`config.mk`:
```
export PLATFORM = sky130hd
export DESIGN_NAME = wsst_ctrl
export DESIGN_NICKNAME = d
export VERILOG_FILES = /design/src/rtl/wsst_pkg.sv /design/src/rtl/wsst_ctrl.sv
export SDC_FILE = /design/constraint.sdc
export NUM_CORES = 1
export LEC_CHECK = 0
export BUFFER_PORTS_ARGS = -buffer_cell sky130_fd_sc_hd__buf_2
export CAP_MARGIN = 20
export CORE_AREA = 3 3 40 42
export CTS_CLUSTER_SIZE = 10
export DETAILED_ROUTE_END_ITERATION = 8
export DIE_AREA = 0 0 43 45
export GPL_TIMING_DRIVEN = 1
export SETUP_SLACK_MARGIN = 0.3
export SYNTH_ARGS = -nofsm -noshare
export SYNTH_HDL_FRONTEND = slang
export SYNTH_SLANG_ARGS = --single-unit
```
`constraint.sdc`:
```
create_clock -name i_clk -period 4 [get_ports i_clk]
set_clock_uncertainty 0.2 [all_clocks]
set_input_delay 0.4 -clock i_clk [delete_from_list [all_inputs] [get_ports i_clk]]
set_output_delay 0.4 -clock i_clk [all_outputs]
set_load 0.03 [all_outputs]
```
`src/rtl/wsst_pkg.sv`:
```
`timescale 1ns / 1ps

package wsst_pkg;

    // Width and ceiling of the running weight total.
    localparam int TOTAL_W = 48;
    localparam logic [TOTAL_W-1:0] TOTAL_MAX = {TOTAL_W{1'b1}};

    // Item action codes.
    localparam logic ACT_EVAL  = 1'b0;
    localparam logic ACT_CLEAR = 1'b1;

    // Commands from the controller to the datapath.
    typedef struct packed {
        logic sweep;     // clear one present flag during the post-reset pass
        logic accept;    // latch the item and look up its variable
        logic slot_rd;   // read the dense slot of the variable
        logic exec;      // decide, write the memories, remove old weight
        logic add;       // add new weight to the total
        logic load_out;  // move the result into the output register
    } t_cmd;

    // Status from the datapath to the controller.
    typedef struct packed {
        logic sweep_done;
    } t_stat;

endpackage

```
`src/rtl/wsst_ctrl.sv`:
```
`timescale 1ns / 1ps

module wsst_ctrl (
    input  logic            i_clk,
    input  logic            i_rst_n,
    input  logic            i_in_valid,
    output logic            o_in_ready,
    output logic            o_out_valid,
    input  logic            i_out_ready,
    output wsst_pkg::t_cmd  o_cmd,
    input  wsst_pkg::t_stat i_stat
);
    import wsst_pkg::*;

    typedef enum logic [5:0] {
        S_INIT = 6'b000001,
        S_IDLE = 6'b000010,
        S_SLOT = 6'b000100,
        S_EXEC = 6'b001000,
        S_ADD  = 6'b010000,
        S_DONE = 6'b100000
    } t_state;

    t_state r_state, n_state;
    logic   r_out_valid, n_out_valid;
    logic   out_free;
    t_cmd   cmd;

    // The output register can take a result when empty or being emptied.
    assign out_free = !r_out_valid || i_out_ready;

    // Sequencing of one item through the datapath.
    always_comb begin
        n_state = r_state;
        cmd     = '0;
        case (r_state)
            S_INIT: begin
                cmd.sweep = 1'b1;
                if (i_stat.sweep_done) begin
                    n_state = S_IDLE;
                end
            end
            S_IDLE: begin
                if (i_in_valid) begin
                    cmd.accept = 1'b1;
                    n_state    = S_SLOT;
                end
            end
            S_SLOT: begin
                cmd.slot_rd = 1'b1;
                n_state     = S_EXEC;
            end
            S_EXEC: begin
                cmd.exec = 1'b1;
                n_state  = S_ADD;
            end
            S_ADD: begin
                cmd.add = 1'b1;
                n_state = S_DONE;
            end
            S_DONE: begin
                if (out_free) begin
                    cmd.load_out = 1'b1;
                    n_state      = S_IDLE;
                end
            end
            default: begin
                n_state = S_INIT;
            end
        endcase
    end

    // Output valid flag follows loads and takes.
    always_comb begin
        if (cmd.load_out) begin
            n_out_valid = 1'b1;
        end else if (i_out_ready) begin
            n_out_valid = 1'b0;
        end else begin
            n_out_valid = r_out_valid;
        end
    end

    always_ff @(posedge i_clk) begin
        if (!i_rst_n) begin
            r_state     <= S_INIT;
            r_out_valid <= 1'b0;
        end else begin
            r_state     <= n_state;
            r_out_valid <= n_out_valid;
        end
    end

    assign o_in_ready  = (r_state == S_IDLE);
    assign o_out_valid = r_out_valid;
    assign o_cmd       = cmd;

endmodule

```
==> qor.csv, run 1 <==
metric,value,unit
Synth Instances,45,
startpoint types,flip-flop,
"top cells by area, synth","dfxtp_1 35%, or2b_2 4.4%, nor3_1 3.8%, buf_4 3.8%, or2b_1 3.8%",
P per Cell Area,355,mW/mm^2
Worst setup EP type,output port,
first-pass GRT wire length,1.45,mm
crit-path max cell delay,0.63,ns
Num Clock Sinks,7,
register area share after synthesis,35.0,%
Post-CTS Hold Buffers,0,
syn nets,50,
DRT iter0 DRCs,7,
drt total wl,871,microns
Post-CTS Resized,0,
Hold Fails Final Rpt,0,
All-Layer GR Usage,10.3,%
run status,finished clean,
RSZ-0062 raised after global routing,no,
fin. max-slew vios,0,
Setup TNS,0,ns
data required time of the critical path,3.40,ns
CP Data Arrival Time,1.88,ns
I/O Buffers,12,
"Remaining Overflow, GRT",0,
worst skew pair latency,0.26,ns
layout cells sized above 1,35.6,%
CTS Buf Count,3,
Yosys reg bits,7,
vias in the first global route,344,
critical path cell sequence,or4_1 > or2_2 > nor2b_1 > buf_2,
Routed wire per std cell,11.8,microns
Final Cell Area,490,sq um
largest net degree at the start of global routing,9,
post-route ant nets,0,
antenna fix cells,0,
Vias/cell,5.15,
Clock transition at path regs,0.06,ns
CTS tree,built,
initial core utilization,31.2,%
ys async rst share,0,%
library cells used by synthesis,27,
via count,381,
hold crit path type,in -> reg,
VDD IR-drop max,0.000112,V
worst-path maximum fanout,6,
post-CTS setup buffers,0,
Die H,45,microns
row count,13,
Mapped Area,400,sq um
Post-route DRC,0,
type of the worst setup path,reg -> out,
Syn Area/Cell,8.90,sq um
full die area,0.00194,sq mm
nets,65,
f_max,0.403,GHz
DP Area,464,sq um
final core occ,38.2,%
slew margin rel.,72.8,%
slowest CP cell,or4_1,
clock buffer depth,2,
Final Setup Violations,0,
total power draw,0.000174,W
Non-Filler Instances,74,
Root Driver,clkbuf_4,
Yosys top cell by area,dfxtp_1,
CORE AREA,0.00128,sq mm
IO Pins,13,
cell count after placement,70,
maxcap violations,0,
initial antenna violation count,0,
hpwl dp,669,microns
synthesis-to-layout area growth,22.5,%
Worst Max-Slew Pin Slew,0.405,ns
H-tree levels,1,
TritonRoute pass-1 iters,3,
die width,43,microns
GPL Wtd Cong,0.704,
most frequent cells in the layout,"12 x buf_2, 7 x dfxtp_1",
post-route clock period utilization,62.0,%
Top delay family on crit path,simple AND/OR/NAND/NOR gates,
worst path bufs/invs,1,
YS warnings,0,
"most common cell after layout, fill and taps aside",buf_2,
Final min period,2.48,ns
Post-synth EDFFs,0,
leak pwr,0.210,nW
post-synth top area share,35.0,%
Main synth FF type,dfxtp_1,
cell families (layout without fill, tap and decap cells):
kind of cell | Yosys count | count (layout) | synth area share [%]
AOI/OAI and AO/OA | 7 | 7 | 13.4
xor gates and xnor gates | 1 | 1 | 2.19
DFF | 7 | 7 | 35.0
buffers and inverters | 5 | 19 | 6.56
and+or+nand+nor | 25 | 25 | 42.8
through the flow:
stage	worst slack, ns	hold slack [ns]
5_1_grt	1.42	0.190
3_5_place_dp	1.80	0.393
3_3_place_gp	1.82	0.376
6_report	1.52	0.174
4_1_cts	1.53	0.174
2_1_floorplan	1.41	0.298
cells in the mapped netlist (all sizes together) (2+ instances only):
cell and n:
a21oi 2, dfxtp 7, buf 2, or2 2, nor2 3, or2b 4, or4 2, nor3 3
nor4 2, inv 3, or4b 2
registers in the layout, indices dropped and copies added (netlist names):
register     cells
r_state          6
o_out_valid      1
worst register-to-register path: cells and delay by family (launching register included):
kind	cells	cell delay, ns
compound gates	1	0.25
simple gates	2	0.94
flops	1	0.35
per-layer routing:
| layer | up-vias | share of wire, % | track usage, % |
|---|---|---|---|
| met5 | - | 0 | 0 |
| met4 | 0 | 2.0 | 7.23 |
| met3 | 2 | 6.4 | 3.59 |
| met2 | 12 | 43 | 13.5 |
| met1 | 172 | 48 | 14.0 |
| li1 | 195 | - | - |
final cells by class:
| class | instances | area [sq um] |
|---|---|---|
| inverters | 3 | 11.3 |
| well taps | 15 | 18.8 |
| fillers | 134 | 795 |
| clock buffers | 4 | 26.3 |
| repair buffers | 12 | 60.1 |
| multi-input cells | 33 | 234 |
| flip-flops and latches | 7 | 140 |
where the power goes:
part / total (W) / leakage, nW / internal, W / switching, W
combinational: 0.0000302 / 0.138 / 0.0000124 / 0.0000179
sequential: 0.0000758 / 0.0569 / 0.0000723 / 0.00000354
clock: 0.0000680 / 0.0150 / 0.0000383 / 0.0000297
path summary, 6_finish.rpt:
kind	depth (start not counted)	from	slack [ns]	to
hold / removal	2	i_rst_n	0.17	r_state[0]
setup / recovery	4	r_state[1]	1.52	o_cmd[0]
hold reg to reg	2	r_state[4]	0.40	r_state[5]
setup reg to reg	3	r_state[3]	2.17	r_state[1]
No activity file was read; power rests on OpenSTA's default activity.
==> run 2, diff against run 1 <==
==> constraint.sdc (replaced) <==
create_clock -name i_clk -period 2.45 [get_ports i_clk]
set_clock_uncertainty 0.2 [all_clocks]
set_input_delay 0.245 -clock i_clk [delete_from_list [all_inputs] [get_ports i_clk]]
set_output_delay 0.245 -clock i_clk [all_outputs]
set_load 0.03 [all_outputs]
==> run 2 against run 1 <==
  * Hold slack lost 0.14 ns
  * Global-route usage increased by 1.1 points
  * Power rose by 67%
  * Setup slack worse by 1.2 ns
  * Register-to-register slack lost 1.6 ns
  * Combinational power increased by 95%
  * Clock power increased by 56%
  * Sequential share of layout area shrank 1.7 points
  * Largest cell class unchanged
  * Core utilization is 3.1 points higher
  * Critical endpoint unchanged
  * Highest routed layer unchanged
==> qor.csv, run 2 (same netlist as run 1, synthesis figures left out) <==
metric,value,unit,change
run status,finished clean,,
Final Setup Violations,0,,unchanged
data required time of the critical path,2.01,ns,-1.39 ns
Worst setup EP type,output port,,
P per Cell Area,549,mW/mm^2,+55%
type of the worst setup path,reg -> out,,
largest reg by FF count,r_state,,
Metal-1 WL,392,microns,-6.7%
Worst Max-Slew Pin Slew,0.425,ns,+0.0209 ns
slew margin rel.,71.4,%,-1.4 points
RSZ-0062 raised after global routing,yes,,
die width,43,microns,unchanged
Die H,45,microns,unchanged
Non-Filler Instances,75,,+1.4%
I/O Buffers,12,,unchanged
row count,13,,unchanged
layout cells sized above 1,45.0,%,+9.4 points
Root Driver,clkbuf_4,,
post-route setup slack,0.336,ns,-1.19 ns
fin. max-slew vios,0,,unchanged
DP Area,469,sq um,+1.1%
CORE AREA,0.00128,sq mm,unchanged
post-route ant nets,0,,unchanged
Vias/cell,5.17,,+0.48%
leak pwr,0.218,nW,+3.9%
clock buffer depth,2,,unchanged
Met2 Routed Length,491,microns,+30%
max FFs per register,6,,unchanged
f_max,0.473,GHz,
largest net degree at the start of global routing,9,,unchanged
Highest Signal Layer,met4,,
Clock transition at path regs,0.05,ns,about the same
Worst Hold Launch,i_rst_n,,
first-pass GRT wire length,1.55,mm,+6.6%
Filler cells,134,,unchanged
total length of routed met3 wires,32,microns,-43%
cell count after placement,70,,unchanged
GPL Wtd Cong,0.763,,+8.4%
vias in the first global route,394,,+15%
"most common cell after layout, fill and taps aside",buf_2,,
All-Layer GR Usage,11.4,%,+1.1 points
worst-path maximum fanout,5,,-1
initial antenna violation count,0,,unchanged
Final Cell Area,531,sq um,+8.2%
TritonRoute pass-1 iters,4,,+1
CTS Buf Count,3,,unchanged
most frequent cells in the layout,"9 x buf_2, 5 x dfxtp_1, 4 x clkbuf_4",,
Post-route DRC,0,,unchanged
VDD IR-drop max,0.000171,V,+53%
full die area,0.00194,sq mm,unchanged
IO Pins,13,,unchanged
initial core utilization,31.2,%,unchanged
storage element area,143,sq um,+1.8%
CTS tree,built,,
Hold Fails Final Rpt,0,,unchanged
Multi-input gate area,256,sq um,+9.6%
Setup TNS,0,ns,unchanged
hold crit path type,in -> reg,,
CP Data Arrival Time,1.67,ns,-0.21 ns
Post-CTS Hold Buffers,0,,unchanged
startpoint types,flip-flop,,
nets,66,,+1.5%
Crit Reg-Reg Startpoint,r_state[3],,
via count,388,,+1.8%
worst skew pair latency,0.25,ns,about the same
antenna fix cells,0,,unchanged
crit path from,r_state[1],,
maxcap violations,0,,unchanged
Place WS,0.418,ns,-1.38 ns
Final min period,2.11,ns,
drt total wl,956,microns,+9.8%
"Remaining Overflow, GRT",0,,unchanged
post-route clock period utilization,86.3,%,
Num Clock Sinks,7,,unchanged
H-tree levels,1,,unchanged
Routed wire per std cell,12.7,microns,+8.3%
synthesis-to-layout area growth,32.5,%,
DRT iter0 DRCs,3,,-4
-- run 2: worst max-delay path: stages, from the launching register on --
cell and delay, ns:
dfxtp_2 0.34, or4_4 0.56, or2_4 0.26, nor2b_1 0.10, buf_4 0.16
-- run 2: worst paths after layout --
path	to	slack, ns	cells after the start
setup reg to reg	r_state[1]	0.54	3
setup / recovery	o_cmd[0]	0.34	4
hold reg to reg	r_state[4]	0.40	3
hold / removal	r_state[0]	0.03	2
-- run 2: repair_timing --
item | CTS | global route
endpoints found under the setup margin | 2 | 4
setup buffers | 1 | 0
resized for setup | 4 | 5
pin swaps | 1 | 2
-- run 2: final cells by class --
type,instances,share of cell area [%]
clock buffer,4,4.95
timing repair buffer,13,14.2
sequential,7,26.9
inverter,3,2.12
tap,15,3.54
multi-input combinational,33,48.3
-- run 2: power breakdown --
| group | switching [W] | internal, W |
|---|---|---|
| Combinational | 0.0000322 | 0.0000268 |
| Sequential | 0.00000732 | 0.000119 |
| Clock | 0.0000440 | 0.0000623 |
| Total | 0.0000835 | 0.000208 |
-- run 2: through the flow --
stage               util (%)  hold WS [ns]  power [W]
floorplan                  -         0.153   0.000162
global placement        36.5         0.291   0.000177
detailed placement      36.5         0.288   0.000176
CTS                     39.9        0.0174   0.000290
global route            41.3        0.0592   0.000302
finish                  41.3        0.0304   0.000291
-- run 2: metal layers --
| layer | global-route usage [%] | vias up |
|---|---|---|
| met3 | 1.20 | 6 |
| met5 | 0 | - |
| met2 | 18.6 | 13 |
| met1 | 11.3 | 173 |
| met4 | 15.1 | 0 |
| li1 | - | 196 |
